<file path="src/rtl/tmtpc_pkg.sv">
`timescale 1ns / 1ps
// ----------------------------------------------------------------------------
// tmtpc_pkg
// shared widths, constants and types of the trimmed-mean calibrator
// ----------------------------------------------------------------------------
package tmtpc_pkg;
	localparam int WINDOW_LEN = 10;
	localparam int TRIM_LOW   = 3;
	localparam int TRIM_COUNT = 4;
	localparam int NUM_CH     = 8;
	localparam int NUM_MEAS   = 6;
	localparam int CODE_W     = 16;
	localparam int REG_W      = 22;
	localparam int OUT_W      = 24;
	localparam int CNT_W      = $clog2(WINDOW_LEN + 1);
	localparam int RANK_W     = $clog2(WINDOW_LEN);
	localparam int SUM_W      = CODE_W + 2;
	// numerator: |s*(r1-r0)| + |s_lo*r1| + |r0*s_hi| < 2^42
	localparam int NUM_W      = SUM_W + REG_W + 3;
	localparam int DEN_W      = SUM_W + 1;
	localparam int QUO_W      = NUM_W;
	localparam int IDX_W      = 1;

	localparam logic [IDX_W-1:0] REG_REF_LOW  = 1'b0;
	localparam logic [IDX_W-1:0] REG_REF_HIGH = 1'b1;

	localparam logic [REG_W-1:0] REF_LOW_RST  = REG_W'(420000);
	localparam logic [REG_W-1:0] REF_HIGH_RST = REG_W'(1653000);

	localparam logic signed [OUT_W-1:0] SAT_HI = {1'b0, {(OUT_W-1){1'b1}}};
	localparam logic signed [OUT_W-1:0] SAT_LO = {1'b1, {(OUT_W-1){1'b0}}};

	typedef logic [CODE_W-1:0] code_t;
	typedef logic [SUM_W-1:0]  sum_t;

	// control from the sequencer to the cell row
	typedef struct packed {
		logic shift;   // shift in a new word
		logic sort;    // one compare-exchange pass
		logic phase;   // odd/even pass
	} row_ctl_t;
endpackage

</file>
<file path="src/rtl/tmtpc_div.sv">
`timescale 1ns / 1ps
// ----------------------------------------------------------------------------
// tmtpc_div
// restoring divider, one quotient bit per cycle, unsigned
// ----------------------------------------------------------------------------
module tmtpc_div (
	input  logic                              clk,
	input  logic                              arst_n,
	input  logic                              start,
	input  logic [tmtpc_pkg::NUM_W-1:0]       num,
	input  logic [tmtpc_pkg::DEN_W-1:0]       den,
	output logic                              done,
	output logic [tmtpc_pkg::QUO_W-1:0]       quo
);
	localparam int N = tmtpc_pkg::NUM_W;
	localparam int CW = $clog2(N + 1);

	logic [N-1:0]       q_q;
	logic [tmtpc_pkg::DEN_W:0] r_q;
	logic [tmtpc_pkg::DEN_W-1:0] d_q;
	logic [CW-1:0]      cnt_q;
	logic               busy_q;
	logic [tmtpc_pkg::DEN_W:0] r_sh;

	assign r_sh = {r_q[tmtpc_pkg::DEN_W-1:0], q_q[N-1]};

	always_ff @(posedge clk or negedge arst_n) begin
		if (!arst_n) begin
			busy_q <= 1'b0;
			cnt_q  <= '0;
			done   <= 1'b0;
		end else begin
			done <= 1'b0;
			if (start) begin
				busy_q <= 1'b1;
				cnt_q  <= CW'(N);
			end else if (busy_q) begin
				cnt_q <= cnt_q - 1'b1;
				if (cnt_q == CW'(1)) begin
					busy_q <= 1'b0;
					done   <= 1'b1;
				end
			end
		end
	end

	always_ff @(posedge clk) begin
		if (start) begin
			q_q <= num;
			r_q <= '0;
			d_q <= den;
		end else if (busy_q) begin
			if (r_sh >= {1'b0, d_q}) begin
				r_q <= r_sh - {1'b0, d_q};
				q_q <= {q_q[N-2:0], 1'b1};
			end else begin
				r_q <= r_sh;
				q_q <= {q_q[N-2:0], 1'b0};
			end
		end
	end

	assign quo = q_q;
endmodule
</file>
<file path="config.mk">
export PLATFORM = sky130hd
export DESIGN_NAME = tmtpc_div
export DESIGN_NICKNAME = d
export VERILOG_FILES = /design/src/rtl/tmtpc_pkg.sv /design/src/rtl/tmtpc_div.sv
export SDC_FILE = /design/constraint.sdc
export NUM_CORES = 1
export LEC_CHECK = 0
export BUFFER_PORTS_ARGS = -buffer_cell sky130_fd_sc_hd__buf_2
export CELL_PAD_IN_SITES_DETAIL_PLACEMENT = 0
export CELL_PAD_IN_SITES_GLOBAL_PLACEMENT = 1
export CORE_UTILIZATION = 43
export CTS_CLUSTER_SIZE = 30
export DETAILED_ROUTE_END_ITERATION = 10
export PLACE_DENSITY_LB_ADDON = 0.1
export SYNTH_ARGS = -nofsm -noshare
export SYNTH_HDL_FRONTEND = slang
export SYNTH_SLANG_ARGS = --single-unit
</file>
<file path="constraint.sdc">
create_clock -name clk -period 3.5 [get_ports clk]
set_input_delay 0.175 -clock clk [delete_from_list [all_inputs] [get_ports clk]]
set_output_delay 0.175 -clock clk [all_outputs]
set_load 0.01 [all_outputs]
</file>
* Word-level counts from Yosys, hierarchy flattened
Cells that the tools add are included.
** Storage, ports and cells
- Output and inout bits :: 44
- Input port bits :: 65
- Word-level logic and storage cells :: 23
- Register bits :: 89
** Operators by class
- Magnitude comparators :: 1
- Add/subtract/negate cells :: 2
- Muxes and demuxes :: 12
- Reductions and logical operators :: 1
- Eq/ne operators :: 1
** Operators with widths (number)
- two-way mux 43 bit :: 2
- greater-or-equal comparator 20 x 19 -> 1 bit :: 1
- two-way mux 19 bit :: 1
- subtractor 19 bit :: 1
- two-way mux 6 bit :: 2
- two-way mux 1 bit :: 7
- equality test 6 x 1 -> 1 bit, second input constant :: 1
- subtractor 6 x 1 -> 6 bit, second input constant :: 1
- nonzero test 2 bit :: 1

* Logic depth before layout (Yosys ltp)
Gate-level depths: netlist of run 1.
- Word-level depth :: 4
- Mapped depth :: 11
- Mapped depth without buffers :: 10

* Least setup slack after synthesis of run 1
OpenSTA, ideal clock, no wires.
- Kind :: reg-to-reg
- Start :: register q_q[42] (netlist: quo[42])
- End :: register q_q[0] (netlist: quo[0]), data pin
- Buffers on the path :: 0
- Arrival time :: 2247 ps
- Required time :: 3240 ps
- Slack :: 993 ps
- Setup time :: 260 ps
- Clock period less this slack :: 2507 ps
- Cell stages (with the launch flop) :: 11
- Path through :: edfxtp_1 inv_1 ha_1 fa_1 nor2b_1 o31a_1 o31a_1 o21bai_4 a21o_4 nand2_2 mux2_2
** On the way
- Word-level cells in the longest chain between the ends :: 4
** Ends and longest elaborated chain
- start: declaration :: line tmtpc_div.sv:18 : logic [N-1:0] q_q;
- start signal: assignment :: line tmtpc_div.sv:49 : q_q <= num;
- start signal: assignment :: line tmtpc_div.sv:55 : q_q <= {q_q[N-2:0], 1'b1};
- start signal: assignment :: line tmtpc_div.sv:58 : q_q <= {q_q[N-2:0], 1'b0};
- greater-or-equal comparator 20 x 19 -> 1 bit :: line tmtpc_div.sv:53 : if (r_sh >= {1'b0, d_q}) begin
- two-way mux 1 bit :: line tmtpc_div.sv:53
- two-way mux 43 bit :: line tmtpc_div.sv:52 : end else if (busy_q) begin
- two-way mux 43 bit :: line tmtpc_div.sv:48 : if (start) begin
No other way between the ends. The select of a mux whose other input is x is not followed.
A chain may end at the register's enable or synchronous reset.

* Worst setup path after layout of run 1
- Start :: register q_q[42] (netlist: quo[42])
- End :: register r_q[14] (netlist name)
** On the way
- Word-level cells in the longest chain between the ends :: 2
- Elaborated cells between the ends (all ways) :: 3
- Those cells by class :: add/sub: 1; order compare: 1; mux: 1
** Ends and longest elaborated chain
- subtractor 19 bit / greater-or-equal comparator 20 x 19 -> 1 bit (equally long branches) :: line tmtpc_div.sv:54, tmtpc_div.sv:53
- two-way mux 19 bit * :: line tmtpc_div.sv:53
- end signal: assignment :: line tmtpc_div.sv:54 : r_q <= r_sh - {1'b0, d_q};
- end signal: assignment :: line tmtpc_div.sv:57 : r_q <= r_sh;
- end: declaration :: line tmtpc_div.sv:19 : logic [tmtpc_pkg::DEN_W:0] r_q;
Every way passes the cells marked *; elsewhere a longest branch is shown, timed or not.

==> impl_metrics.yaml, run 1 <==
critical_path:
  path_cells: "inv_1 > ha_1 > fa_1 > nor2b_1 > o31a_1 > o31a_1 > o21bai_4 > a21oi_4 > o21ai_0 > a311oi_2"
  crit_end: "r_q[14]"
  cp-start-kind: "register"
  crit_top_cell: "o31a_1"
  critPathRequiredTime_ns: 3.79
  regToRegEndpoint: "r_q[14]"
  timing.rr.start: "quo[42]"
  worst-path-buf-inv: 1
  startpoint: "quo[42]"
  critical_path_depth: 10
  crit_path_top_delay_cell: "a21oi_4"
  r2r_cells: 10
  path_class: "reg -> reg"
  cpPeakStageDelay_ns: 0.49
  timing.reg2reg.setup_slack_ns: 0.67
  worst-path-max-fanout: 19
  path_delay_family: "compound AO/OA/AOI/OAI gates"
  end_kind: "register"
  crit_arrival_ns: 3.12
synthesis:
  synthCells: 416
  ys_seq_area_share_pct: 51.2
  ys_types: 59
  synth_nets: 503
  synth_warnings: 0
  synth_fa_ha_area_share_pct: 5.93
  synth.area.mux_share_pct: 10.4
  syn_avg_cell_area_um2: 11.5
  synth_seq_cells: 89
  synth_top_family_by_area: "compound AO/OA/AOI/OAI gates"
  synth_area_leader_cell: "edfxtp_1"
  synth_compound_area_share_pct: 14.7
  synth-xor-area-share_pct: 3.31
  synth_top_area_share_pct: 39.1
  synth_area_leaders: "edfxtp_1 39%, mux2_2 10%, dfxtp_1 8.0%"
  synthFlopType: "edfxtp_1"
  syn_area_um2: 4770
  ys_async_sr_fraction_pct: 8.99
  yosys.area_share.simple_pct: 10.1
  synth_edf_count: 62
cts:
  cts_sinks: 89
  cts_tree: "done"
  cts_setup_buffers: 0
  ctsHoldBuffers: 20
  clock_path_buffers: 2
  post_cts_resized: 0
  cts-buffers-inserted: 9
  htree_levels: 3
  clk_pin_slew_worst_paths_ns: 0.10
  cts-root-buf: "clkbuf_8"
  clk_latency_ns: 0.38
die:
  rows: 38
  start_util_pct: 44.0
  fp.dieH_um: 107
  io_pins: 109
  die_area_um2: 11500
  die_x_um: 107
  core_um2: 10800
sta:
  setup_viol: 0
  max-slew-margin-rel_pct: 45.7
  period_share_pct: 80.8
  fin_crit_ns: 2.83
  setup_tns_ns: 0
  drv_slew: 0
  hold_viol: 0
  max_freq_mhz: 354
  worst_slew_pin_slew_ns: 0.811
  grt_setup_unrepaired: "no"
  fin_worst_skew_ns: 0.0131
grt:
  antenna_found_initial: 0
  grt_overflow: 0
  grt.total_usage_pct: 20.1
  use_met3_pct: 7.14
  grtUsageMet1_pct: 26.1
  grtUsageMet2_pct: 31.5
  grt_pass1_vias: 3581
  top_usage_layer: "met2"
  grt_max_degree: 55
  grt_pass1_wl_um: 17600
layout:
  final_util_pct: 54.0
  drive_gt1_share_pct: 34.5
  final_common_cell: "buf_2"
  syn2layout_area_growth_pct: 22.9
  fillerInstances: 981
  layout_common_cells: "107 x buf_2, 62 x edfxtp_1, 43 x mux2_2"
  antenna_cells: 0
  final_cell_area_um2: 5860
  stdcell_count: 685
  nets: 627
place:
  routabilityCongestion: 0.837
  place_hpwl_um: 7440
  port_buffers: 108
  dp.cells: 649
  placement.cell_area_um2: 5420
power_and_ir_drop:
  power.leakage_nw: 2.54
  ir_drop_v: 0.000440
  p_per_area_nw_per_um2: 616
job:
  max_cap_viol_count: 0
detailed_routing:
  wl_per_cell_um: 15.7
  drtAntennaViolNets: 0
  dr_total_vias: 3630
  wl_um: 10800
  viasPerCell: 5.30
  drtIter0Drc: 125
  drc: 0
  drtPass1Iterations: 4
outcome:
  status: "finished clean"
min_path:
  hp-class: "in -> reg"
-- through the flow --
stage                     worst slack [ns]  power (mW)  hold slack, ns
after floorplan                      0.993        2.43          -0.121
after global routing                 0.424        3.84          0.0729
after global placement               0.759        2.76          0.0252
final                                0.673        3.60          0.0975
after CTS                            0.663        3.64          0.0720
after detailed placement             0.704        2.77          0.0303
-- layout make-up --
class | instances | area, um^2 | share of cell area, %
well taps | 140 | 175 | 2.99
multi-input cells | 279 | 2120 | 36.3
flip-flops and latches | 89 | 2440 | 41.7
clock buffers | 10 | 138 | 2.35
clock inverters | 6 | 95.1 | 1.62
inverters | 29 | 109 | 1.86
repair buffers | 132 | 773 | 13.2
-- state kept, by name (all words and copies together) (netlist names) --
register,cells
quo,43
r_q,19
busy_q,1
done,1
d_q,19
cnt_q,6
-- worst reg2reg max path, delay by kind of cell (launching register included) --
kind / cells / cell delay (ns)
adders and majority gates: 2 / 0.63
buffers and inverters: 1 / 0.05
and+or+nand+nor: 1 / 0.16
DFF: 1 / 0.35
AOI/OAI and AO/OA: 6 / 1.56
-- layer usage --
| layer | wire (um) | share of wire, % |
|---|---|---|
| met1 | 5010 | 47 |
| met2 | 4870 | 45 |
| met3 | 743 | 6.9 |
| met4 | 128 | 1.2 |
| met5 | 0 | 0 |
-- cell usage after synthesis (9+ instances only) --
library cell  instances
ha_1                 21
nand3_1              16
inv_1                29
nor2_1               31
o21ai_0              15
nand2_1              24
xor2_1                9
xnor2_1               9
dfxtp_1              19
mux2_2               43
a21oi_1              14
edfxtp_1             62
-- worst min path at each step --
stage | start | end | slack (ns) | cells after the start
2_1_floorplan | arst_n | busy_q | -0.12 | 0
3_5_place_dp | arst_n | cnt_q[4] | 0.03 | 1
4_1_cts | num[34] | quo[34] | 0.07 | 2
6_report | num[36] | quo[36] | 0.1 | 2
3_3_place_gp | arst_n | cnt_q[2] | 0.03 | 1
5_1_grt | num[22] | quo[22] | 0.07 | 2
-- report_power, final --
group          switching, mW  total, mW  internal [mW]
logic                  0.741       1.34          0.599
registers              0.128       1.44           1.31
clock network          0.397      0.827          0.431
total                   1.27       3.60           2.34
-- kinds of logic (layout without fill, tap and decap cells) --
| group | Yosys count | count (layout) |
|---|---|---|
| compound gates | 95 | 95 |
| xor+xnor | 18 | 18 |
| fa+ha+maj | 22 | 22 |
| buf+inv | 48 | 177 |
| flops | 89 | 89 |
| mux | 44 | 44 |
| simple gates | 100 | 100 |
No activity file was read; power rests on OpenSTA's default activity.
==> run 2: changes to the inputs <==
Settings changed: CORE_UTILIZATION 43 to 38.
Clock period 3.5 ns to 2.53 ns, I/O delays scaled along.
==> run 2 against run 1 <==
  * The flow now finishes with violations (setup timing)
  * Hold slack got worse by 0.022 ns
  * Highest routed layer unchanged
  * Critical endpoint is now r_q[0]
  * Clock-buffer cell count stayed put
  * Sequential power is 37% higher
==> impl_metrics.yaml, run 2 (same netlist as run 1, synthesis figures left out) <==
sta:
  fin_crit_ns: 2.54
  worst_slew_pin_slew_ns: 0.762
  setup_slack_ns: -0.0108
  grt_setup_unrepaired: "yes"
  max-slew-margin-rel_pct: 49.2
  max_freq_mhz: 394
  hold_viol: 0
  setup_tns_ns: -0.0420
  drv_slew: 0
  holdWs_ns: 0.0752
  period_share_pct: 100
  fin_worst_skew_ns: 0.0134
  setup_viol: 6
power_and_ir_drop:
  swShare_pct: 35.0
  power_frac_seq_pct: 37.1
  p_clk_share_pct: 23.8
  combPwrFrac_pct: 39.1
  ir_drop_v: 0.000478
  power_mw: 5.32
  switchingPower_mw: 1.86
  cellInternalPower_mw: 3.46
  p_per_area_nw_per_um2: 855
  power.leakage_nw: 2.69
outcome:
  status: "finished with violations"
  violations: "setup timing"
critical_path:
  end_kind: "register"
  cp-start-kind: "register"
  path_class: "reg -> reg"
  path_cells: "ha_4 > fa_2 > nor2b_2 > o31a_1 > o31a_1 > o21bai_4 > a21oi_4 > buf_6 > o21ai_0 > a32o_1"
  path_delay_family: "compound AO/OA/AOI/OAI gates"
  critPathRequiredTime_ns: 2.77
  crit_top_cell: "o31a_1"
  worst-path-buf-inv: 1
  worst-path-max-fanout: 11
  crit_path_top_delay_cell: "edfxtp_1"
  cpPeakStageDelay_ns: 0.43
  crit_arrival_ns: 2.78
job:
  max_cap_viol_count: 0
die:
  die_x_um: 114
  rows: 40
  fp.dieH_um: 114
  io_pins: 109
  core_um2: 12100
  start_util_pct: 39.3
  die_area_um2: 13000
layout:
  multi_input_area_um2: 2190
  antenna_cells: 0
  stdcell_count: 738
  final_common_cell: "buf_2"
  fillerInstances: 1154
  largest_reg_flops: 43
  final_cell_area_um2: 6220
  layout_common_cells: "107 x buf_2, 62 x edfxtp_1, 43 x mux2_2"
  nets: 652
  drive_gt1_share_pct: 38.6
  syn2layout_area_growth_pct: 30.6
  regArea_um2: 2440
  final_util_pct: 51.4
detailed_routing:
  drc: 0
  drtPass1Iterations: 4
  wl_um: 11300
  dr_total_vias: 3707
  wl_per_cell_um: 15.3
  drtAntennaViolNets: 0
  viasPerCell: 5.02
  drtIter0Drc: 162
grt:
  antenna_found_initial: 0
  grt_pass1_vias: 3733
  grt_max_degree: 62
  grt_overflow: 0
  grt_pass1_wl_um: 18400
  grt.total_usage_pct: 18.4
place:
  placement.cell_area_um2: 5660
  port_buffers: 108
  dp_slack_ns: -0.0151
  routabilityCongestion: 0.850
  place_hpwl_um: 8080
  dp.cells: 701
cts:
  cts-buffers-inserted: 9
  htree_levels: 3
  cts-root-buf: "clkbuf_16"
  cts_sinks: 89
  clock_path_buffers: 2
  clk_pin_slew_worst_paths_ns: 0.07
  cts_tree: "done"
  clk_latency_ns: 0.35
min_path:
  hp-class: "in -> reg"
run 2: cell type report:
| class | instances | share of cell area [%] |
|---|---|---|
| clock buffers | 10 | 3.68 |
| flip-flops and latches | 89 | 39.3 |
| inverters | 29 | 1.75 |
| clock inverters | 6 | 0.704 |
| well taps | 168 | 3.38 |
| repair buffers | 157 | 16.1 |
| multi-input cells | 279 | 35.1 |
run 2: timing repair:
action,in CTS,in global routing
setup buffers,0,1
pin swaps,3,9
gates cloned,0,0
hold buffers,20,0
endpoints found under the hold margin,27,0
endpoints found under the setup margin,12,20
resized for setup,1,17
run 2: metal layers:
| metal | part of all wire (%) | vias to the layer above | routed length, um | GRT usage, % |
|---|---|---|---|---|
| li1 | - | 1849 | - | - |
| met1 | 46 | 1735 | 5250 | 24.5 |
| met2 | 46 | 119 | 5210 | 28.2 |
| met3 | 7.0 | 4 | 793 | 6.59 |
| met4 | 0.50 | 0 | 56 | 5.02 |
| met5 | 0 | - | 0 | 0 |
run 2: final timing paths:
check / from / end / slack (ns) / cells past startpoint
min in group asynchronous: arst_n / cnt_q[5] / 0.15 / 2
max in group asynchronous: arst_n / busy_q / 2.21 / 2
max: d_q[0] / r_q[0] / -0.01 / 10
max reg2reg: d_q[0] / r_q[0] / -0.01 / 10
min reg2reg: r_q[1] / r_q[1] / 0.51 / 1
min: num[39] / quo[39] / 0.08 / 2
run 2: power groups by stage:
stage | Combinational, mW | Clock (mW) | Sequential, mW
2_1_floorplan | 1.35 | 0 | 2.01
3_3_place_gp | 1.97 | 0 | 2.00
3_5_place_dp | 1.97 | 0 | 2.00
4_1_cts | 2.00 | 1.31 | 1.97
5_1_grt | 2.30 | 1.34 | 2.01
6_report | 2.08 | 1.27 | 1.98
